### config.mk
export PLATFORM = sky130hd
export DESIGN_NAME = line_indent_shifter_core
export DESIGN_NICKNAME = d
export VERILOG_FILES = /design/src/sv/lis_pkg.sv /design/src/sv/lis_rem_unit.sv /design/src/sv/lis_datapath.sv /design/src/sv/lis_ctrl.sv /design/src/sv/line_indent_shifter_core.sv
export SDC_FILE = /design/constraint.sdc
export NUM_CORES = 1
export LEC_CHECK = 0
export BUFFER_PORTS_ARGS = -buffer_cell sky130_fd_sc_hd__buf_2
export CORE_ASPECT_RATIO = 0.75
export CORE_MARGIN = 2
export CORE_UTILIZATION = 50
export CTS_BUF_LIST = sky130_fd_sc_hd__clkbuf_4
export CTS_CLUSTER_SIZE = 30
export DETAILED_ROUTE_END_ITERATION = 10
export GPL_TIMING_DRIVEN = 1
export HOLD_SLACK_MARGIN = 0.03
export PLACE_DENSITY = 0.72
export SYNTH_ARGS = -nofsm -noshare
export SYNTH_HDL_FRONTEND = slang
export SYNTH_SLANG_ARGS = --single-unit
### constraint.sdc
create_clock -name clk -period 6 [get_ports clk]
set_clock_uncertainty 0.2 [all_clocks]
set_input_delay 0.3 -clock clk [delete_from_list [all_inputs] [get_ports clk]]
set_output_delay 0.3 -clock clk [all_outputs]
set_load 0.02 [all_outputs]
### src/sv/lis_pkg.sv
// Shared types, character codes and control codes for the line indent shifter.
// Used by the controller, the datapath and the top level; depends on nothing.
`default_nettype none

package lis_pkg;

	localparam int WS_DEPTH_DEF = 32;
	localparam int MAX_RESULTS  = 50;
	localparam int RC_W         = $clog2(MAX_RESULTS + 1);
	localparam int TW_MAX       = 16;
	localparam int TOTAL_W      = 20;
	localparam logic [TOTAL_W-1:0] TOTAL_MAX = 20'hFFFFF;

	localparam logic [7:0] CH_TAB   = 8'd9;
	localparam logic [7:0] CH_NL    = 8'd10;
	localparam logic [7:0] CH_SPACE = 8'd32;
	localparam logic [7:0] CH_NONE  = 8'd0;

	localparam logic DIR_RIGHT = 1'b0;

	localparam int CFG_IDX_W  = 2;
	localparam int CFG_DATA_W = 5;
	localparam logic [CFG_IDX_W-1:0] REG_SHIFT_LEFT  = 2'd0;
	localparam logic [CFG_IDX_W-1:0] REG_BY_TAB_STOP = 2'd1;
	localparam logic [CFG_IDX_W-1:0] REG_ALLOW_TABS  = 2'd2;
	localparam logic [CFG_IDX_W-1:0] REG_TAB_WIDTH   = 2'd3;
	localparam logic [4:0] TAB_WIDTH_RST = 5'd8;

	// Source of the flush length.
	localparam logic [1:0] FL_ALL  = 2'd0;
	localparam logic [1:0] FL_KEEP = 2'd1;
	localparam logic [1:0] FL_WORK = 2'd2;

	// Filler emitted after the flush.
	localparam logic [1:0] FILL_NONE  = 2'd0;
	localparam logic [1:0] FILL_SPACE = 2'd1;
	localparam logic [1:0] FILL_TAB   = 2'd2;
	localparam logic [1:0] FILL_WORK  = 2'd3;

	// What an emit command puts into the output register.
	localparam logic [1:0] EM_TAB   = 2'd0;
	localparam logic [1:0] EM_FLUSH = 2'd1;
	localparam logic [1:0] EM_FILL  = 2'd2;
	localparam logic [1:0] EM_FINAL = 2'd3;

	typedef struct packed {
		logic [7:0] in_char;
		logic       end_of_text;
	} item_t;

	typedef struct packed {
		logic [7:0]         out_char;
		logic               char_valid;
		logic               text_done;
		logic               last_of_run;
		logic               line_overflow;
		logic [TOTAL_W-1:0] total_length;
	} result_t;

	typedef struct packed {
		logic       capture;
		logic       ws_push;
		logic       div_start;
		logic       ls_init;
		logic       ls_read;
		logic       ls_exec;
		logic       fl_setup;
		logic [1:0] fl_sel;
		logic [1:0] fill_sel;
		logic       fl_read;
		logic       emit;
		logic [1:0] emit_sel;
	} cmd_t;

	typedef struct packed {
		logic is_eot;
		logic is_nl;
		logic is_ws;
		logic in_body;
		logic ws_full;
		logic ws_empty;
		logic rem_ok;
		logic fold;
		logic shift_left;
		logic by_tab_stop;
		logic out_free;
		logic ls_need_ex;
		logic ls_last;
		logic fl_done;
		logic fill_done;
	} stat_t;

endpackage

`default_nettype wire

### src/sv/lis_rem_unit.sv
// Bit-serial remainder unit: column modulo tab width, one dividend bit per cycle.
// Uses no package items; instantiated by the datapath.
`default_nettype none

module lis_rem_unit #(
	parameter int VW = 10
) (
	input  wire logic          clk,
	input  wire logic          arst_n,
	input  wire logic          start,
	input  wire logic [VW-1:0] dividend,
	input  wire logic [4:0]    divisor,
	output logic               done,
	output logic [4:0]         rem
);

	localparam int CNT_W = $clog2(VW + 1);

	logic             busy_q;
	logic             done_q;
	logic [CNT_W-1:0] cnt_q;
	logic [VW-1:0]    val_q;
	logic [3:0]       acc_q;
	logic [4:0]       acc_sh;
	logic [4:0]       acc_nx;

	assign acc_sh = {acc_q, val_q[VW-1]};
	assign acc_nx = (acc_sh >= divisor) ? acc_sh - divisor : acc_sh;

	always_ff @(posedge clk or negedge arst_n) begin
		if (!arst_n) begin
			busy_q <= 1'b0;
			done_q <= 1'b0;
			cnt_q  <= '0;
		end else if (start) begin
			busy_q <= 1'b1;
			done_q <= 1'b0;
			cnt_q  <= CNT_W'(VW);
		end else if (busy_q) begin
			cnt_q <= cnt_q - CNT_W'(1);
			if (cnt_q == CNT_W'(1)) begin
				busy_q <= 1'b0;
				done_q <= 1'b1;
			end
		end else begin
			done_q <= 1'b0;
		end
	end

	always_ff @(posedge clk) begin
		if (start) begin
			val_q <= dividend;
			acc_q <= '0;
		end else if (busy_q) begin
			val_q <= val_q << 1;
			acc_q <= acc_nx[3:0];
		end
	end

	assign done = done_q;
	assign rem  = {1'b0, acc_q};

endmodule

`default_nettype wire

### src/sv/lis_datapath.sv
// Datapath: configuration registers, whitespace buffer memory, line state, left shift
// working registers and the output register. Depends on lis_pkg and lis_rem_unit.
`default_nettype none

module lis_datapath #(
	parameter int WS_DEPTH = 32
) (
	input  wire logic                             clk,
	input  wire logic                             arst_n,
	input  wire lis_pkg::item_t                   in_item,
	input  wire logic                             cfg_we,
	input  wire logic [lis_pkg::CFG_IDX_W-1:0]    cfg_index,
	input  wire logic [lis_pkg::CFG_DATA_W-1:0]   cfg_data,
	input  wire lis_pkg::cmd_t                    cmd,
	output lis_pkg::stat_t                        stat,
	output logic                                  out_valid,
	input  wire logic                             out_stall,
	output lis_pkg::result_t                      out_item
);

	import lis_pkg::*;

	localparam int AW   = (WS_DEPTH > 1) ? $clog2(WS_DEPTH) : 1;
	localparam int CNTW = $clog2(WS_DEPTH + 1);
	localparam int CW   = $clog2(WS_DEPTH * TW_MAX + 1);
	localparam int XW   = (CNTW > 5) ? CNTW : 5;
	localparam int KW   = 5;

	logic            shift_left_q;
	logic            by_tab_stop_q;
	logic            allow_tabs_q;
	logic [4:0]      tab_width_q;

	item_t           item_q;
	logic            ws_kind_mem [WS_DEPTH];
	logic            rdata_q;

	logic [CNTW-1:0] ws_count_q;
	logic [CW-1:0]   wc_q;
	logic [CW-1:0]   cbt_q;
	logic [4:0]      rem_q;
	logic            rem_ok_q;
	logic            body_q;
	logic            ovf_pass_q;
	logic [TOTAL_W-1:0] total_q;
	logic [RC_W-1:0] rc_q;

	logic [CNTW-1:0] m_q;
	logic [KW-1:0]   k_q;
	logic [CW-1:0]   ww_q;
	logic [4:0]      step_q;

	logic [CNTW-1:0] fl_len_q;
	logic [CNTW-1:0] fl_idx_q;
	logic [KW-1:0]   fill_q;
	logic            fill_tab_q;

	logic            out_valid_q;
	result_t         out_q;

	logic [4:0]      tw;
	logic [4:0]      steps;
	logic            is_eot, is_nl, is_ws, is_tab, ws_full, run_ovf;
	logic [XW-1:0]   wsx, twm1, keepx;
	logic [CNTW-1:0] keep;
	logic [CNTW-1:0] m_dec;
	logic [CNTW-1:0] rd_idx;
	logic            rd_en;
	logic            ls_need_ex;
	logic [CW:0]     ls_lim;
	logic [CW:0]     ls_wwx;
	logic            out_free;
	logic            keep_res;
	logic            is_final;
	logic [TOTAL_W-1:0] total_nx;
	result_t         res;
	logic            div_done;
	logic [4:0]      div_rem;
	logic [4:0]      rem_inc;

	always_comb begin
		if (tab_width_q == 5'd0) begin
			tw = 5'd1;
		end else if (tab_width_q > 5'(TW_MAX)) begin
			tw = 5'(TW_MAX);
		end else begin
			tw = tab_width_q;
		end
	end

	assign steps   = by_tab_stop_q ? tw : 5'd1;
	assign is_eot  = item_q.end_of_text;
	assign is_nl   = (item_q.in_char == CH_NL);
	assign is_tab  = (item_q.in_char == CH_TAB);
	assign is_ws   = is_tab || (item_q.in_char == CH_SPACE);
	assign ws_full = (ws_count_q == CNTW'(WS_DEPTH));
	assign run_ovf = ovf_pass_q || (is_ws && ws_full);
	assign rem_inc = rem_q + 5'd1;

	assign wsx   = XW'(ws_count_q);
	assign twm1  = XW'(tw) - XW'(1);
	assign keepx = (wsx >= twm1) ? wsx - twm1 : '0;
	assign keep  = keepx[CNTW-1:0];

	assign m_dec      = m_q - CNTW'(1);
	assign ls_need_ex = (k_q == '0) && (m_q != '0);
	assign ls_lim     = {1'b0, cbt_q} + (CW+1)'(step_q);
	assign ls_wwx     = {1'b0, ww_q};

	assign rd_idx = cmd.ls_read ? m_dec : fl_idx_q;
	assign rd_en  = cmd.fl_read || (cmd.ls_read && ls_need_ex);

	assign out_free = !out_valid_q || !out_stall;
	assign keep_res = (rc_q < RC_W'(MAX_RESULTS));
	assign is_final = (cmd.emit_sel == EM_FINAL);

	lis_rem_unit #(
		.VW(CW)
	) u_rem (
		.clk     (clk),
		.arst_n  (arst_n),
		.start   (cmd.div_start),
		.dividend(wc_q),
		.divisor (tw),
		.done    (div_done),
		.rem     (div_rem)
	);

	always_comb begin
		case (cmd.emit_sel)
			EM_TAB:   res.out_char = CH_TAB;
			EM_FLUSH: res.out_char = rdata_q ? CH_TAB : CH_SPACE;
			EM_FILL:  res.out_char = fill_tab_q ? CH_TAB : CH_SPACE;
			EM_FINAL: res.out_char = is_eot ? CH_NONE : item_q.in_char;
			default:  res.out_char = CH_NONE;
		endcase
		res.char_valid    = !(is_final && is_eot);
		res.text_done     = is_final && is_eot;
		res.last_of_run   = is_final || (rc_q == RC_W'(MAX_RESULTS - 1));
		res.line_overflow = run_ovf && !(is_final && is_eot);
		if (res.char_valid && (total_q != TOTAL_MAX)) begin
			total_nx = total_q + TOTAL_W'(1);
		end else begin
			total_nx = total_q;
		end
		res.total_length = total_nx;
	end

	always_ff @(posedge clk or negedge arst_n) begin
		if (!arst_n) begin
			shift_left_q  <= 1'b0;
			by_tab_stop_q <= 1'b0;
			allow_tabs_q  <= 1'b1;
			tab_width_q   <= TAB_WIDTH_RST;
			ws_count_q    <= '0;
			wc_q          <= '0;
			cbt_q         <= '0;
			rem_q         <= '0;
			rem_ok_q      <= 1'b1;
			body_q        <= 1'b0;
			ovf_pass_q    <= 1'b0;
			total_q       <= '0;
			rc_q          <= '0;
			out_valid_q   <= 1'b0;
		end else begin
			if (cfg_we) begin
				case (cfg_index)
					REG_SHIFT_LEFT:  shift_left_q  <= cfg_data[0];
					REG_BY_TAB_STOP: by_tab_stop_q <= cfg_data[0];
					REG_ALLOW_TABS:  allow_tabs_q  <= cfg_data[0];
					REG_TAB_WIDTH: begin
						tab_width_q <= cfg_data;
						rem_ok_q    <= 1'b0;
					end
					default: ;
				endcase
			end

			if (div_done) begin
				rem_q    <= div_rem;
				rem_ok_q <= 1'b1;
			end

			if (cmd.ws_push) begin
				ws_count_q <= ws_count_q + CNTW'(1);
				if (is_tab) begin
					cbt_q <= wc_q;
					wc_q  <= wc_q - CW'(rem_q) + CW'(tw);
					rem_q <= '0;
				end else begin
					wc_q  <= wc_q + CW'(1);
					rem_q <= (rem_inc == tw) ? 5'd0 : rem_inc;
				end
			end

			if (cmd.emit) begin
				if (keep_res) begin
					total_q <= total_nx;
					rc_q    <= rc_q + RC_W'(1);
				end
				if (is_final) begin
					rc_q <= '0;
					if (is_eot || is_nl) begin
						ws_count_q <= '0;
						wc_q       <= '0;
						cbt_q      <= '0;
						rem_q      <= '0;
						rem_ok_q   <= 1'b1;
						body_q     <= 1'b0;
						ovf_pass_q <= 1'b0;
						if (is_eot) begin
							total_q <= '0;
						end
					end else if (body_q || ovf_pass_q) begin
						body_q <= body_q;
					end else if (is_ws) begin
						ovf_pass_q <= 1'b1;
						ws_count_q <= '0;
					end else begin
						body_q <= 1'b1;
					end
				end
			end

			if (cmd.emit && keep_res) begin
				out_valid_q <= 1'b1;
			end else if (!out_stall) begin
				out_valid_q <= 1'b0;
			end
		end
	end

	always_ff @(posedge clk) begin
		if (cmd.ws_push) begin
			ws_kind_mem[ws_count_q[AW-1:0]] <= is_tab;
		end
		if (rd_en) begin
			rdata_q <= ws_kind_mem[rd_idx[AW-1:0]];
		end
	end

	always_ff @(posedge clk) begin
		if (cmd.capture) begin
			item_q <= in_item;
		end

		if (cmd.ls_init) begin
			m_q    <= ws_count_q;
			k_q    <= '0;
			ww_q   <= wc_q;
			step_q <= 5'd1;
		end else if (cmd.ls_read && !ls_need_ex) begin
			step_q <= step_q + 5'd1;
			if (k_q != '0) begin
				k_q <= k_q - KW'(1);
			end
		end else if (cmd.ls_exec) begin
			m_q    <= m_dec;
			step_q <= step_q + 5'd1;
			if (rdata_q) begin
				if (ls_wwx > ls_lim) begin
					k_q  <= KW'(ls_wwx - ls_lim);
					ww_q <= ww_q - CW'(step_q);
				end else begin
					ww_q <= cbt_q;
				end
			end
		end

		if (cmd.fl_setup) begin
			fl_idx_q <= '0;
			case (cmd.fl_sel)
				FL_ALL:  fl_len_q <= ws_count_q;
				FL_KEEP: fl_len_q <= keep;
				FL_WORK: fl_len_q <= m_q;
				default: fl_len_q <= ws_count_q;
			endcase
			case (cmd.fill_sel)
				FILL_NONE: begin
					fill_q     <= '0;
					fill_tab_q <= 1'b0;
				end
				FILL_SPACE: begin
					fill_q     <= KW'(1);
					fill_tab_q <= 1'b0;
				end
				FILL_TAB: begin
					fill_q     <= KW'(1);
					fill_tab_q <= 1'b1;
				end
				FILL_WORK: begin
					fill_q     <= k_q;
					fill_tab_q <= 1'b0;
				end
				default: begin
					fill_q     <= '0;
					fill_tab_q <= 1'b0;
				end
			endcase
		end else if (cmd.emit && cmd.emit_sel == EM_FLUSH) begin
			fl_idx_q <= fl_idx_q + CNTW'(1);
		end else if (cmd.emit && cmd.emit_sel == EM_FILL) begin
			fill_q <= fill_q - KW'(1);
		end

		if (cmd.emit && keep_res) begin
			out_q <= res;
		end
	end

	always_comb begin
		stat.is_eot      = is_eot;
		stat.is_nl       = is_nl;
		stat.is_ws       = is_ws;
		stat.in_body     = body_q || ovf_pass_q;
		stat.ws_full     = ws_full;
		stat.ws_empty    = (ws_count_q == '0);
		stat.rem_ok      = rem_ok_q;
		stat.fold        = allow_tabs_q && (rem_inc == tw);
		stat.shift_left  = shift_left_q;
		stat.by_tab_stop = by_tab_stop_q;
		stat.out_free    = out_free;
		stat.ls_need_ex  = ls_need_ex;
		stat.ls_last     = (step_q == steps);
		stat.fl_done     = (fl_idx_q == fl_len_q);
		stat.fill_done   = (fill_q == '0);
	end

	assign out_valid = out_valid_q;
	assign out_item  = out_q;

endmodule

`default_nettype wire

### src/sv/lis_ctrl.sv
// Controller state machine: sequences decode, left shift steps, flush and emission.
// Depends on lis_pkg; drives the datapath through cmd_t and reads stat_t.
`default_nettype none

module lis_ctrl (
	input  wire logic           clk,
	input  wire logic           arst_n,
	input  wire logic           in_valid,
	output logic                in_stall,
	input  wire lis_pkg::stat_t stat,
	output lis_pkg::cmd_t       cmd
);

	import lis_pkg::*;

	localparam logic [3:0] S_START   = 4'd0;
	localparam logic [3:0] S_IDLE    = 4'd1;
	localparam logic [3:0] S_DECODE  = 4'd2;
	localparam logic [3:0] S_DIV     = 4'd3;
	localparam logic [3:0] S_LS_RD   = 4'd4;
	localparam logic [3:0] S_LS_EX   = 4'd5;
	localparam logic [3:0] S_LS_DONE = 4'd6;
	localparam logic [3:0] S_PRE     = 4'd7;
	localparam logic [3:0] S_FL_RD   = 4'd8;
	localparam logic [3:0] S_FL_WR   = 4'd9;
	localparam logic [3:0] S_FILL    = 4'd10;
	localparam logic [3:0] S_FINAL   = 4'd11;

	logic [3:0] state_q;
	logic [3:0] state_nx;
	logic       right;
	logic       ws_line;

	assign right   = (stat.shift_left == DIR_RIGHT);
	assign ws_line = right && stat.by_tab_stop && !stat.ws_empty;

	always_comb begin
		cmd      = '0;
		state_nx = state_q;
		case (state_q)
			S_START: begin
				state_nx = S_IDLE;
			end
			S_IDLE: begin
				if (in_valid) begin
					cmd.capture = 1'b1;
					state_nx    = S_DECODE;
				end
			end
			S_DECODE: begin
				if (!stat.in_body && (stat.is_eot || stat.is_nl) && ws_line) begin
					cmd.fl_setup = 1'b1;
					cmd.fl_sel   = FL_ALL;
					cmd.fill_sel = FILL_NONE;
					state_nx     = S_PRE;
				end else if (stat.is_eot || stat.in_body || stat.is_nl) begin
					if (stat.out_free) begin
						cmd.emit     = 1'b1;
						cmd.emit_sel = EM_FINAL;
						state_nx     = S_IDLE;
					end else begin
						state_nx = S_FINAL;
					end
				end else if (stat.is_ws) begin
					if (stat.ws_full) begin
						cmd.fl_setup = 1'b1;
						cmd.fl_sel   = FL_ALL;
						cmd.fill_sel = FILL_NONE;
						state_nx     = S_FL_RD;
					end else if (!stat.rem_ok) begin
						cmd.div_start = 1'b1;
						state_nx      = S_DIV;
					end else begin
						cmd.ws_push = 1'b1;
						state_nx    = S_IDLE;
					end
				end else if (right && stat.by_tab_stop) begin
					cmd.fl_setup = 1'b1;
					cmd.fl_sel   = FL_ALL;
					cmd.fill_sel = FILL_NONE;
					state_nx     = S_PRE;
				end else if (right && !stat.rem_ok) begin
					cmd.div_start = 1'b1;
					state_nx      = S_DIV;
				end else if (right && stat.fold) begin
					cmd.fl_setup = 1'b1;
					cmd.fl_sel   = FL_KEEP;
					cmd.fill_sel = FILL_TAB;
					state_nx     = S_FL_RD;
				end else if (right) begin
					cmd.fl_setup = 1'b1;
					cmd.fl_sel   = FL_ALL;
					cmd.fill_sel = FILL_SPACE;
					state_nx     = S_FL_RD;
				end else begin
					cmd.ls_init = 1'b1;
					state_nx    = S_LS_RD;
				end
			end
			S_DIV: begin
				if (stat.rem_ok) begin
					state_nx = S_DECODE;
				end
			end
			S_LS_RD: begin
				cmd.ls_read = 1'b1;
				if (stat.ls_need_ex) begin
					state_nx = S_LS_EX;
				end else if (stat.ls_last) begin
					state_nx = S_LS_DONE;
				end
			end
			S_LS_EX: begin
				cmd.ls_exec = 1'b1;
				state_nx    = stat.ls_last ? S_LS_DONE : S_LS_RD;
			end
			S_LS_DONE: begin
				cmd.fl_setup = 1'b1;
				cmd.fl_sel   = FL_WORK;
				cmd.fill_sel = FILL_WORK;
				state_nx     = S_FL_RD;
			end
			S_PRE: begin
				if (stat.out_free) begin
					cmd.emit     = 1'b1;
					cmd.emit_sel = EM_TAB;
					state_nx     = S_FL_RD;
				end
			end
			S_FL_RD: begin
				if (stat.fl_done) begin
					state_nx = S_FILL;
				end else begin
					cmd.fl_read = 1'b1;
					state_nx    = S_FL_WR;
				end
			end
			S_FL_WR: begin
				if (stat.out_free) begin
					cmd.emit     = 1'b1;
					cmd.emit_sel = EM_FLUSH;
					state_nx     = S_FL_RD;
				end
			end
			S_FILL: begin
				if (stat.fill_done) begin
					state_nx = S_FINAL;
				end else if (stat.out_free) begin
					cmd.emit     = 1'b1;
					cmd.emit_sel = EM_FILL;
				end
			end
			S_FINAL: begin
				if (stat.out_free) begin
					cmd.emit     = 1'b1;
					cmd.emit_sel = EM_FINAL;
					state_nx     = S_IDLE;
				end
			end
			default: begin
				state_nx = S_IDLE;
			end
		endcase
	end

	always_ff @(posedge clk or negedge arst_n) begin
		if (!arst_n) begin
			state_q <= S_START;
		end else begin
			state_q <= state_nx;
		end
	end

	assign in_stall = (state_q != S_IDLE);

endmodule

`default_nettype wire

### src/sv/line_indent_shifter_core.sv
// Top level of the line indent shifter: joins controller and datapath.
// Depends on lis_pkg, lis_ctrl, lis_datapath and lis_rem_unit.
//
// Text arrives one byte per item on in_valid/in_stall/in_item; results leave one per
// item on out_valid/out_stall/out_item, each carrying its byte, flags and running total.
// Configuration is written through cfg_we/cfg_index/cfg_data; the user must write it
// only while the block is idle, as the block itself does not enforce this. An item is
// taken while the controller is in S_IDLE and decoded in the cycle after. A passed
// byte is written into the output register from the decode state, or from S_FINAL
// while that register is still held. The first other byte of a line flushes the
// buffered whitespace from the buffer memory; each read is registered in S_FL_RD
// before it is emitted in S_FL_WR. A left shift first walks back over the buffer
// one column at a time through S_LS_RD and, where a buffered byte is read, S_LS_EX.
// After a change of tab width, the next buffered space or tab, or the first byte of
// a line shifted right by one column, waits in S_DIV on the serial remainder unit.
// After reset the configuration takes its default values, the line is empty and the
// input is stalled in S_START. A stalled output holds its item and halts emission;
// the output register lets the block prepare the next result meanwhile.

`default_nettype none

module line_indent_shifter_core #(
	parameter int WS_DEPTH = lis_pkg::WS_DEPTH_DEF
) (
	input  wire logic                           clk,
	input  wire logic                           arst_n,
	input  wire logic                           in_valid,
	output logic                                in_stall,
	input  wire lis_pkg::item_t                 in_item,
	output logic                                out_valid,
	input  wire logic                           out_stall,
	output lis_pkg::result_t                    out_item,
	input  wire logic                           cfg_we,
	input  wire logic [lis_pkg::CFG_IDX_W-1:0]  cfg_index,
	input  wire logic [lis_pkg::CFG_DATA_W-1:0] cfg_data
);

	import lis_pkg::*;

	cmd_t  cmd;
	stat_t stat;

	lis_ctrl u_ctrl (
		.clk     (clk),
		.arst_n  (arst_n),
		.in_valid(in_valid),
		.in_stall(in_stall),
		.stat    (stat),
		.cmd     (cmd)
	);

	lis_datapath #(
		.WS_DEPTH(WS_DEPTH)
	) u_dp (
		.clk      (clk),
		.arst_n   (arst_n),
		.in_item  (in_item),
		.cfg_we   (cfg_we),
		.cfg_index(cfg_index),
		.cfg_data (cfg_data),
		.cmd      (cmd),
		.stat     (stat),
		.out_valid(out_valid),
		.out_stall(out_stall),
		.out_item (out_item)
	);

	a_emit_into_free_slot: assert property (@(posedge clk) disable iff (!arst_n)
		cmd.emit |-> stat.out_free)
		else $error("Result emitted while the output register was occupied.");

	a_push_with_room: assert property (@(posedge clk) disable iff (!arst_n)
		cmd.ws_push |-> (stat.rem_ok && !stat.ws_full))
		else $error("Whitespace buffered into a full buffer or with a stale remainder.");

	a_end_marker_form: assert property (@(posedge clk) disable iff (!arst_n)
		(out_valid && out_item.text_done) |->
		(!out_item.char_valid && out_item.last_of_run && !out_item.line_overflow))
		else $error("End marker carries a byte, an overflow flag or is not last.");

	a_accept_only_idle: assert property (@(posedge clk) disable iff (!arst_n)
		cmd.capture |=> in_stall)
		else $error("A new item was taken before the previous one was decoded.");

endmodule

`default_nettype wire
; ---- After elaboration in Yosys (flattened, before gate mapping)
; Memories as Yosys holds them, arrays and structs flattened. A register that Yosys moved wholly into a read port is not among the register bits.
; Index checks and enable logic that the tools add are counted.
[classes]
addsub = 19
order_cmp = 5
eq_ne = 46
muxes = 144
bitwise = 1
reduce_logical = 66
[ops]
columns = cell, count
row1 = two-way mux 10 bit, 17
row2 = two-way mux 5 bit, 29
row3 = two-way mux 20 bit, 5
row4 = two-way mux 6 bit, 14
row5 = two-way mux 4 bit, 19
row6 = one-hot mux 4 bit (10 select lines), 1
row7 = two-way mux 1 bit, 37
row8 = one-hot mux 8 bit (4 select lines), 1
row9 = two-way mux 3 bit, 10
row10 = "adder 20 x 1 -> 20 bit, second input constant", 1
row11 = "inequality test 20 bit, second input constant", 1
row12 = subtractor 10 x 5 -> 10 bit, 2
row13 = "adder 6 x 1 -> 6 bit, second input constant", 3
row14 = nonzero test 2 bit, 9
row15 = logical AND 1 bit, 17
row16 = "equality test 4 x 3 -> 1 bit, second input constant", 4
row17 = "equality test 4 bit, second input constant", 4
row18 = "equality test 8 x 4 -> 1 bit, second input constant", 2
row19 = zero test 5 bit, 3
row20 = one-hot mux 3 bit (5 select lines), 1
row21 = one-hot mux 5 bit (3 select lines), 1
row22 = "equality test 2 bit, second input constant", 7
row23 = "inequality test 2 bit, second input constant", 7
row24 = AND reduction 2 bit, 7
row25 = 44 further kinds, 79
[totals]
reg_bits = 178
ram_bits = 32
out_inout_bits = 34
word_cells = 318
n_memories = 1
[memory_table]
columns = memory, words, width, read_ports, rd_clocked_by_memory_dff, wr, line
row1 = u_dp.ws_kind_mem, 32, 1, 1, 1, 1, lis_datapath.sv:35  ; logic ws_kind_mem [WS_DEPTH];

; ---- Longest topological paths before layout
; Gate-level depths: netlist of run 1.
[logic_depth]
depth_word = 19
ltp_mapped = 16

; ---- Cells and area by module
; A second synthesis of run 1 with hierarchy kept.
[unflattened]
cells_unflattened = 1353
area_unflattened_um2 = 13183.9
[modules_own_cells]
columns = mod, n_inst, cells_each, area_each_um2, seq_area_each_um2
row1 = lis_datapath, 1, 1154, 11363.4, 5113.7
row2 = lis_rem_unit, 1, 99, 1098.6, 530.5
row3 = lis_ctrl, 1, 100, 721.9, 100.1

; ---- Worst setup path before layout of run 1
; No wires, ideal clock.
[synth_timing]
path_type = flip-flop to flip-flop
from = register u_dp.step_q[0]
to = register u_dp.ww_q[6], data pin
setup_ps = 268
arrival_time_ps = 2968
required_ps = 5532
slack_ps = 2564
path_stages_with_launch = 15
path_buffers = 1
period_less_slack_ps = 3436
cell_sequence = dfxtp_1 > ha_1 > fa_1 > a21oi_1 > o211ai_1 > nand3_1 > xnor2_1 > ha_1 > a21o_1 > a21oi_1 > nand2_1 > o211ai_1 > clkbuf_1 > mux2i_1 > o21ai_0
[synth_via]
elab_chain_cells = 7
[synth_rtl]
columns = element, line
row1 = start: declaration, lis_datapath.sv:51  ; logic [4:0] step_q;
row2 = start signal: assignment, lis_datapath.sv:253  ; step_q <= step_q + 5'd1;
row3 = start signal: assignment, lis_datapath.sv:259  ; step_q <= step_q + 5'd1;
row4 = adder 10 x 5 -> 11 bit, lis_datapath.sv:107  ; assign ls_lim = {1'b0, cbt_q} + (CW+1)'(step_q);
row5 = > comparator 10 x 11 -> 1 bit, lis_datapath.sv:261  ; if (ls_wwx > ls_lim) begin
row6 = two-way mux 10 bit (*), lis_datapath.sv:261
row7 = two-way mux 10 bit (*), lis_datapath.sv:260  ; if (rdata_q) begin
row8 = two-way mux 10 bit (*), lis_datapath.sv:257  ; end else if (cmd.ls_exec) begin
row9 = two-way mux 10 bit (*), lis_datapath.sv:252  ; end else if (cmd.ls_read && !ls_need_ex) begin
row10 = two-way mux 10 bit (*), lis_datapath.sv:247  ; if (cmd.ls_init) begin
row11 = end signal: assignment, lis_datapath.sv:250  ; ww_q <= wc_q;
row12 = end signal: assignment, lis_datapath.sv:263  ; ww_q <= ww_q - CW'(step_q);
row13 = end signal: assignment, lis_datapath.sv:265  ; ww_q <= cbt_q;
row14 = end: declaration, lis_datapath.sv:50  ; logic [CW-1:0] ww_q;
; Every way passes the cells marked *; elsewhere a longest branch is shown, timed or not. The select of a mux whose other input is x is not followed.
; A chain may end at the register's enable or synchronous reset.

; ---- Worst setup path after layout of run 1
[layout_timing]
from = register u_dp.step_q[1]
to = register u_dp.ww_q[1], data pin
; The elaborated chain is that of the path after synthesis.

==> flow_metrics.env, run 1 <==
export IMPL_coreArea_mm2=0.0250
export IMPL_die_area_mm2=0.0268
export IMPL_drv_slew=0
export IMPL_hold_class="in -> async"
export IMPL_n_fill_cell=2169
export IMPL_first_iter_violations=1009
export IMPL_drv_cap=0
export IMPL_gp_congestion=0.925
export IMPL_clk_path_buf_depth=3
export IMPL_worstSkewPairLatency_ns=0.68
export IMPL_relSlewSlack_pct=21.1
export IMPL_finalInstanceArea_mm2=0.0142
export IMPL_fmax_mhz=242
export IMPL_synth_top_family_by_area="simple AND/OR/NAND/NOR gates"
export IMPL_grt_pass1_vias=9795
export IMPL_setup_viol=0
export IMPL_io_pins=55
export IMPL_worstSetupStartpointType="register"
export IMPL_async_reset_ff_share_pct=37.4
export IMPL_final_cell_mix="nand2_1, nor2_1, edfxtp_1"
export IMPL_run_status="finished, final reports clean"
export IMPL_ys_seq_elements=211
export IMPL_routed_wl_um=31600
export IMPL_die_w_um=188
export IMPL_h_tree_depth=2
export IMPL_end_kind="register"
export IMPL_worstPathCellList="ha_1 > a21o_1 > a21oi_1 > o21bai_1 > a21oi_1 > nand3b_1 > xor2_1 > ha_1 > a21oi_1 > nand2_1 > o211ai_1 > buf_4 > nor2_1 > a211oi_1 > a21oi_1"
export IMPL_antenna_found_initial=1
export IMPL_synth_fa_ha_area_share_pct=8.14
export IMPL_synth_edf_count=112
export IMPL_via_per_inst=5.82
export IMPL_clk_pin_slew_ns=0.08
export IMPL_grt_pass1_wl_um=50800
export IMPL_drive_gt1_share_pct=13.2
export IMPL_yosys_warnings=0
export IMPL_postPlaceCellArea_mm2=0.0133
export IMPL_synthXorXnorAreaFrac_pct=6.22
export IMPL_clock_sinks=211
export IMPL_fp_row_count=50
export IMPL_required_ns=6.19
export IMPL_start_util_pct=51.0
export IMPL_post_cts_setup_buffer_count=0
export IMPL_grt_overflow_total=0
export IMPL_synthCells=1289
export IMPL_vias=10300
export IMPL_synth_compound_gate_area_share_pct=13.9
export IMPL_critPathSlowestCell="dfxtp_1"
export IMPL_cp_max_fo=17
export IMPL_numCtsBuffers=53
export IMPL_yosys_area_share_simple_pct=17.6
export IMPL_syn_area_per_cell_um2=9.90
export IMPL_ant_nets=0
export IMPL_rsz0062_at_grt="no"
export IMPL_syn_nets=1387
export IMPL_io_buffers=54
export IMPL_p_leak_nw=5.91
export IMPL_worst_setup_path_type="reg -> reg"
export IMPL_area_delta_synth_final_pct=11.4
export IMPL_grt_max_degree=80
export IMPL_dr_pass1_iters=5
export IMPL_cts_root_buffer="clkbuf_4"
export IMPL_ys_types=91
export IMPL_die_y_um=142
export IMPL_worst_pin_slew_ns=1.16
export IMPL_finalNetCount=1475
export IMPL_worst_path_most_repeated_cell="a21oi_1"
export IMPL_ir_worst_vdd_mv=0.326
export IMPL_final_period_utilization_pct=68.7
export IMPL_hold_violations=0
export IMPL_ys_flop_type="edfxtp_1"
export IMPL_critical_path_arrival_ns=4.31
export IMPL_seq_area_frac_synth_pct=45.0
export IMPL_syn_area_mm2=0.0128
export IMPL_final_setup_tns_ns=0
export IMPL_layout_commonest_cell="nand2_1"
export IMPL_muxShareOfSynthArea_pct=5.25
export IMPL_period_needed_ns=4.12
export IMPL_grt_usage_pct=23.7
export IMPL_max_stage_delay_ns=0.58
export IMPL_post_route_drc_count=0
export IMPL_cts_tree="done"
export IMPL_power_density_mw_per_mm2=510
export IMPL_wl_per_cell_um=17.9
export IMPL_dpl_hpwl_um=22800
## flip-flops by register name, summed over array words and instances, names as in the netlist, 8 cells and up
register          cells
u_dp.out_item        32
u_dp.ws_kind_mem     32
u_dp.total_q         20
u_dp.cbt_q           10
u_dp.u_rem.val_q     10
u_dp.wc_q            10
u_dp.ww_q            10
u_dp.item_q           8
## layer usage
| layer | vias up | routed length [um] | GRT usage (%) |
|---|---|---|---|
| met5 | - | 0 | 0 |
| met4 | 0 | 550 | 6.66 |
| met3 | 51 | 2610 | 5.82 |
| met2 | 409 | 13500 | 34.7 |
| met1 | 4940 | 14900 | 34.9 |
| li1 | 4851 | - | - |
## layout make-up
cell class / instances / area (um2) / area share [%]
Antenna cell: 1 / 2.50 / 0.0176
Clock inverter: 27 / 163 / 1.14
Timing Repair Buffer: 80 / 523 / 3.68
Sequential cell: 211 / 5740 / 40.4
Multi-Input combinational cell: 954 / 6530 / 46.0
Inverter: 77 / 289 / 2.03
Tap cell: 338 / 423 / 2.97
Clock buffer: 72 / 541 / 3.80
## worst max-delay path: cells and delay by family (launching register included)
kind | cells | cell delay, ns
AOI/OAI and AO/OA | 8 | 1.64
xor gates and xnor gates | 1 | 0.19
adders and majority gates | 2 | 0.58
buffers and inverters | 1 | 0.33
DFF | 1 | 0.58
and+or+nand+nor | 3 | 0.29
## report_power, final
group	internal [mW]	leakage (nW)	switching [mW]
clock	0.650	0.415	0.611
combinational	1.40	3.25	2.04
sequential	2.02	2.24	0.529
total	4.07	5.91	3.18
## worst paths after layout
kind,slack [ns],cells past startpoint,start,to
max in group asynchronous,4.73,2,arst_n,u_ctrl.state_q[2]
worst min-delay path,0.15,2,arst_n,u_dp.wc_q[0]
worst min register to register,0.29,2,u_dp.rc_q[5],u_dp.rc_q[5]
worst max register to register,1.88,15,u_dp.step_q[1],u_dp.ww_q[1]
worst max-delay path,1.88,15,u_dp.step_q[1],u_dp.ww_q[1]
min in group clk,0.15,2,in_item[8],u_dp.item_q[8]
## cells in the mapped netlist (11+ instances only)
master / count / area, um2
a211oi_1: 11 / 82.6
mux2_2: 17 / 191
xnor2_1: 53 / 464
nor2_1: 118 / 443
edfxtp_1: 112 / 3360
nor3_1: 29 / 145
buf_2: 12 / 60.1
nand3_1: 45 / 225
o21ai_0: 60 / 300
xor2_1: 35 / 307
and2_1: 12 / 75.1
mux2i_1: 40 / 400
a21o_1: 13 / 97.6
nor2b_1: 14 / 87.6
nand2_1: 128 / 480
ha_1: 67 / 838
and3_1: 30 / 188
dfrtp_1: 76 / 1900
clkbuf_1: 31 / 116
a21oi_1: 81 / 405
dfxtp_1: 20 / 400
a31oi_1: 15 / 93.8
nand4_1: 17 / 106
inv_1: 75 / 282
## metrics by stage
stage	instances	hold WS [ns]	total power [mW]	util [%]	setup slack [ns]
final	1760	0.147	7.25	56.8	1.88
after global routing	1760	0.103	7.83	56.8	1.64
after CTS	1759	0.0937	7.24	56.8	1.94
after detailed placement	1638	0.269	5.95	53.1	1.98
after global placement	1638	0.267	5.82	53.1	2.11
after floorplan	1289	-0.196	5.04	-	2.56
## repair_timing
action | CTS | global route
resized for setup | 0 | 0
setup endpoints to repair | 0 | 0
hold endpoints to repair | 108 | 0
hold buffers | 22 | 0
## cell families after synthesis
logic type	after synthesis
AO/OA/AOI/OAI	273
XOR/XNOR	89
adder cells (fa/ha/maj)	77
buffers and inverters	124
flip-flops	211
multiplexers	62
other	1
AND/OR/NAND/NOR	452
Note: power is estimated with default switching activity, not from simulation.
==> run 2, diff against run 1 <==
clock period = 4 ns   (was 6 ns; I/O delays follow)
==> flow_metrics.env, run 2 (synthesis gave the netlist of run 1 again) <==
export IMPL_vias=10400
export IMPL_die_w_um=188
export IMPL_ir_worst_vdd_mv=0.431
export IMPL_ant_nets=0
export IMPL_p_int_mw=6.20
export IMPL_numCtsBuffers=51
export IMPL_use_met2_pct=33.5
export IMPL_r2r_end="u_dp.fl_len_q[2]"
export IMPL_die_area_mm2=0.0268
export IMPL_fmax_mhz=265
export IMPL_power_density_mw_per_mm2=750
export IMPL_regToRegStartpoint="u_dp.tab_width_q[4]"
export IMPL_hold_violations=0
export IMPL_run_status="finished, final reports clean"
export IMPL_post_route_drc_count=0
export IMPL_clk_pin_slew_ns=0.08
export IMPL_area_delta_synth_final_pct=14.6
export IMPL_period_needed_ns=3.77
export IMPL_start_util_pct=51.0
export IMPL_dr_pass1_iters=5
export IMPL_die_y_um=142
export IMPL_p_comb_share_pct=49.5
export IMPL_cp_max_fo=13
export IMPL_io_buffers=54
export IMPL_r2r_cells=13
export IMPL_final_period_utilization_pct=94.2
export IMPL_grt_usage_pct=24.1
export IMPL_required_ns=4.21
export IMPL_busiest_layer="met1"
export IMPL_grt_pass1_wl_um=51400
export IMPL_grt_pass1_vias=9718
export IMPL_layout_commonest_cell="nand2_1"
export IMPL_p_leak_nw=6.13
export IMPL_worstSkewPairLatency_ns=0.72
export IMPL_first_iter_violations=955
export IMPL_post_cts_setup_buffer_count=0
export IMPL_power_frac_seq_pct=34.2
export IMPL_setup_viol=0
export IMPL_crit_end="u_dp.fl_len_q[2]"
export IMPL_dpl_hpwl_um=23300
export IMPL_clk_path_buf_depth=3
export IMPL_p_clk_share_pct=16.3
export IMPL_final_setup_tns_ns=0
export IMPL_grt_max_degree=79
export IMPL_critical_path_arrival_ns=3.98
export IMPL_use_met3_pct=5.35
export IMPL_drv_slew=0
export IMPL_finalNetCount=1524
export IMPL_hold_class="in -> reg"
export IMPL_final_cell_mix="nand2_1, nor2_1, edfxtp_1"
export IMPL_clock_sinks=211
export IMPL_met1_usage_pct=37.7
export IMPL_routed_wl_um=32100
export IMPL_cp_startpoint="u_dp.tab_width_q[4]"
export IMPL_drive_gt1_share_pct=15.1
export IMPL_worstSetupStartpointType="register"
export IMPL_end_kind="register"
export IMPL_relSlewSlack_pct=30.2
export IMPL_reg2reg_slack_ns=0.23
export IMPL_p_sw_share_pct=43.4
export IMPL_worst_pin_slew_ns=1.05
export IMPL_h_tree_depth=2
export IMPL_cts_root_buffer="clkbuf_4"
export IMPL_coreArea_mm2=0.0250
export IMPL_diodes=0
export IMPL_wl_per_cell_um=17.8
export IMPL_cts_tree="done"
export IMPL_via_per_inst=5.74
export IMPL_gp_congestion=0.933
export IMPL_rsz0062_at_grt="no"
export IMPL_drv_cap=0
export IMPL_layoutNonFillerInstCount=1806
export IMPL_post_place_cells=1670
export IMPL_p_sw_mw=4.77
export IMPL_worst_setup_path_type="reg -> reg"
export IMPL_grt_overflow_total=0
export IMPL_antenna_found_initial=0
export IMPL_fp_row_count=50
export IMPL_io_pins=55
==> run 2: final cells by class <==
cell class                      instances  area, um2
Timing Repair Buffer                  131        978
Inverter                               77        289
Sequential cell                       211       5750
Fill cell                            2154      10400
Clock inverter                         16       62.6
Tap cell                              338        423
Clock buffer                           79        593
Multi-Input combinational cell        954       6540
==> run 2: through the flow <==
step	hold slack, ns	power (mW)	utilization, %	setup slack, ns	cell area (um2)
global route	0.147	11.8	58.5	0.0202	14600
CTS	0.119	10.9	58.4	0.277	14600
global placement	0.179	8.92	54.2	0.391	13600
floorplan	-0.296	7.56	-	0.564	12800
detailed placement	0.179	9.07	54.2	0.313	13600
finish	0.189	11.0	58.5	0.232	14600
==> run 2: per-layer routing <==
layer	routed length [um]	up-vias
met2	13100	404
li1	-	4941
met5	0	-
met4	441	0
met1	15700	4968
met3	2810	51
==> run 2: worst min-delay path by stage <==
stage	startpoint	endpoint	cells past startpoint
after floorplan	arst_n	u_ctrl.state_q[0]	0
after global placement	in_item[7]	u_dp.item_q[7]	1
after detailed placement	in_item[0]	u_dp.is_eot	1
after CTS	cfg_data[0]	u_dp.allow_tabs_q	3
after global routing	cfg_data[0]	u_dp.by_tab_stop_q	3
final	cfg_data[0]	u_dp.allow_tabs_q	3
==> run 2: critical path, stage by stage (launching register included) <==
cell,delay (ns)
dfrtp_2,0.50
inv_1,0.16
o21a_1,0.27
inv_1,0.15
ha_1,0.26
xor2_1,0.28
ha_1,0.33
nor2b_1,0.15
o21a_1,0.17
o21ai_0,0.23
a21boi_0,0.17
o21a_1,0.24
a221oi_1,0.28
a21oi_1,0.07
==> run 2: power groups by stage <==
stage          clock network, mW  logic [mW]  registers [mW]
2_1_floorplan                  0        3.89            3.67
3_3_place_gp                   0        5.18            3.74
3_5_place_dp                   0        5.30            3.76
4_1_cts                     1.83        5.37            3.72
5_1_grt                     1.94        6.03            3.83
6_report                    1.79        5.43            3.75
==> run 2: repair_timing <==
action | 4_1_cts | 5_1_grt
hold endpoints to repair | 114 | 0
gates resized for setup | 0 | 2
hold buffers | 41 | 0
endpoints found under the setup margin | 0 | 3
==> run 3, diff against run 2 <==
CORE_MARGIN = 3   (was 2)
CTS_CLUSTER_SIZE = unset   (was 30)
==> flow_metrics.env, run 3 (synthesis gave the netlist of run 1 again) <==
export IMPL_run_status="finished, final reports clean"
export IMPL_hold_worst_slack_ns=0.157
export IMPL_finalNetCount=1521
export IMPL_drv_slew=0
export IMPL_worstSkewPairLatency_ns=0.73
export IMPL_coreArea_mm2=0.0245
export IMPL_ant_nets=0
export IMPL_layoutNonFillerInstCount=1799
export IMPL_grt_max_degree=52
export IMPL_required_ns=4.22
export IMPL_die_area_mm2=0.0275
export IMPL_io_buffers=54
export IMPL_postLayoutCoreUtil_pct=59.5
export IMPL_drive_gt1_share_pct=15.3
export IMPL_area_delta_synth_final_pct=14.4
export IMPL_h_tree_depth=2
export IMPL_cts_root_buffer="clkbuf_4"
export IMPL_setup_viol=0
export IMPL_power_frac_seq_pct=34.1
export IMPL_worstSetupStartpointType="register"
export IMPL_clk_path_buf_depth=3
export IMPL_post_cts_setup_buffer_count=0
export IMPL_grt_pass1_wl_um=51500
export IMPL_p_comb_share_pct=49.1
export IMPL_p_leak_nw=6.13
export IMPL_dr_pass1_iters=5
export IMPL_first_iter_violations=1128
export IMPL_final_cell_mix="nand2_1, nor2_1, edfxtp_1"
export IMPL_layout_setup_ws_ns=0.187
export IMPL_dp_slack_ns=0.186
export IMPL_ir_worst_vdd_mv=0.426
export IMPL_die_w_um=190
export IMPL_final_setup_tns_ns=0
export IMPL_seqCellArea_mm2=0.00574
export IMPL_start_util_pct=52.0
export IMPL_cts_tree="done"
export IMPL_gp_congestion=0.877
export IMPL_post_route_drc_count=0
export IMPL_hold_violations=0
export IMPL_p_clk_share_pct=16.8
export IMPL_routed_wl_um=31900
export IMPL_via_per_inst=5.76
export IMPL_p_sw_share_pct=43.6
export IMPL_postPlaceCellArea_mm2=0.0135
export IMPL_p_int_mw=6.21
export IMPL_antenna_found_initial=2
export IMPL_worst_setup_path_type="reg -> reg"
export IMPL_period_needed_ns=3.81
export IMPL_drv_cap=0
export IMPL_p_sw_mw=4.80
export IMPL_critical_path_arrival_ns=4.03
export IMPL_final_period_utilization_pct=95.3
export IMPL_dpl_hpwl_um=22900
export IMPL_wl_per_cell_um=17.7
export IMPL_end_kind="register"
export IMPL_power_mw=11.0
export IMPL_clk_pin_slew_ns=0.08
export IMPL_fmax_mhz=262
export IMPL_grt_overflow_total=0
export IMPL_rsz0062_at_grt="no"
export IMPL_relSlewSlack_pct=28.7
export IMPL_clock_sinks=211
export IMPL_finalInstanceArea_mm2=0.0146
export IMPL_grt_usage_pct=23.5
export IMPL_vias=10400
export IMPL_die_y_um=144
export IMPL_grt_pass1_vias=9660
export IMPL_n_fill_cell=2062
export IMPL_worst_pin_slew_ns=1.06
export IMPL_multiInputGateArea_mm2=0.00654
export IMPL_power_density_mw_per_mm2=754
export IMPL_layout_commonest_cell="nand2_1"
export IMPL_post_place_cells=1662
export IMPL_cp_max_fo=13
export IMPL_io_pins=55
export IMPL_hold_class="in -> reg"
export IMPL_numCtsBuffers=53
export IMPL_fp_row_count=49
## run 3: cell type report
type                    count  area share (%)
inverters                  77            1.98
multi-input cells         954            44.8
well taps                 331            2.84
flip-flops and latches    211            39.3
diodes                      1          0.0171
clock buffers              81            4.16
repair buffers            126            6.41
clock inverters            18           0.480
## run 3: final timing paths
path	startpoint	endpoint	slack, ns	depth (start not counted)
min	cfg_data[0]	u_dp.tab_width_q[0]	0.16	3
max in group asynchronous	arst_n	u_dp.ws_count_q[0]	2.78	4
max reg2reg	u_dp.tab_width_q[4]	u_dp.fl_len_q[1]	0.19	13
max	u_dp.tab_width_q[4]	u_dp.fl_len_q[1]	0.19	13
min reg2reg	u_dp.rc_q[5]	u_dp.rc_q[5]	0.32	2
min in group asynchronous	arst_n	u_dp.tab_width_q[3]	0.42	3
## run 3: power by group through the flow
| stage | logic (mW) | registers [mW] | clock network (mW) |
|---|---|---|---|
| final | 5.40 | 3.76 | 1.85 |
| after global routing | 6.04 | 3.84 | 2.01 |
| after CTS | 5.36 | 3.73 | 1.89 |
| after detailed placement | 5.29 | 3.77 | 0 |
| after global placement | 5.15 | 3.75 | 0 |
| after floorplan | 3.89 | 3.67 | 0 |
## run 3: metal layers
metal  GRT usage, %  vias to the layer above  wire length [um]  part of all wire (%)
met1           37.0                     4986             15600                    49
met4           5.79                        0               487                   1.5
met2           32.9                      388             13100                    41
met5              0                        -                 0                     0
li1               -                     4951                 -                     -
met3           5.04                       45              2650                   8.3
## run 3: repair_timing
action                     4_1_cts  5_1_grt
hold buffers                    37        0
hold endpoints to repair       124        0
gates resized for setup          0        2
setup endpoints to repair        0        4
## run 3: critical path, cell delays in order (launching register included)
cell	delay [ns]
dfrtp_1	0.58
inv_1	0.23
o21a_2	0.23
inv_1	0.18
ha_1	0.23
xor2_1	0.23
ha_1	0.32
nor2b_1	0.16
o21a_1	0.17
o21ai_0	0.23
a21boi_0	0.16
o21ai_0	0.34
o21ai_0	0.12
a21boi_0	0.16
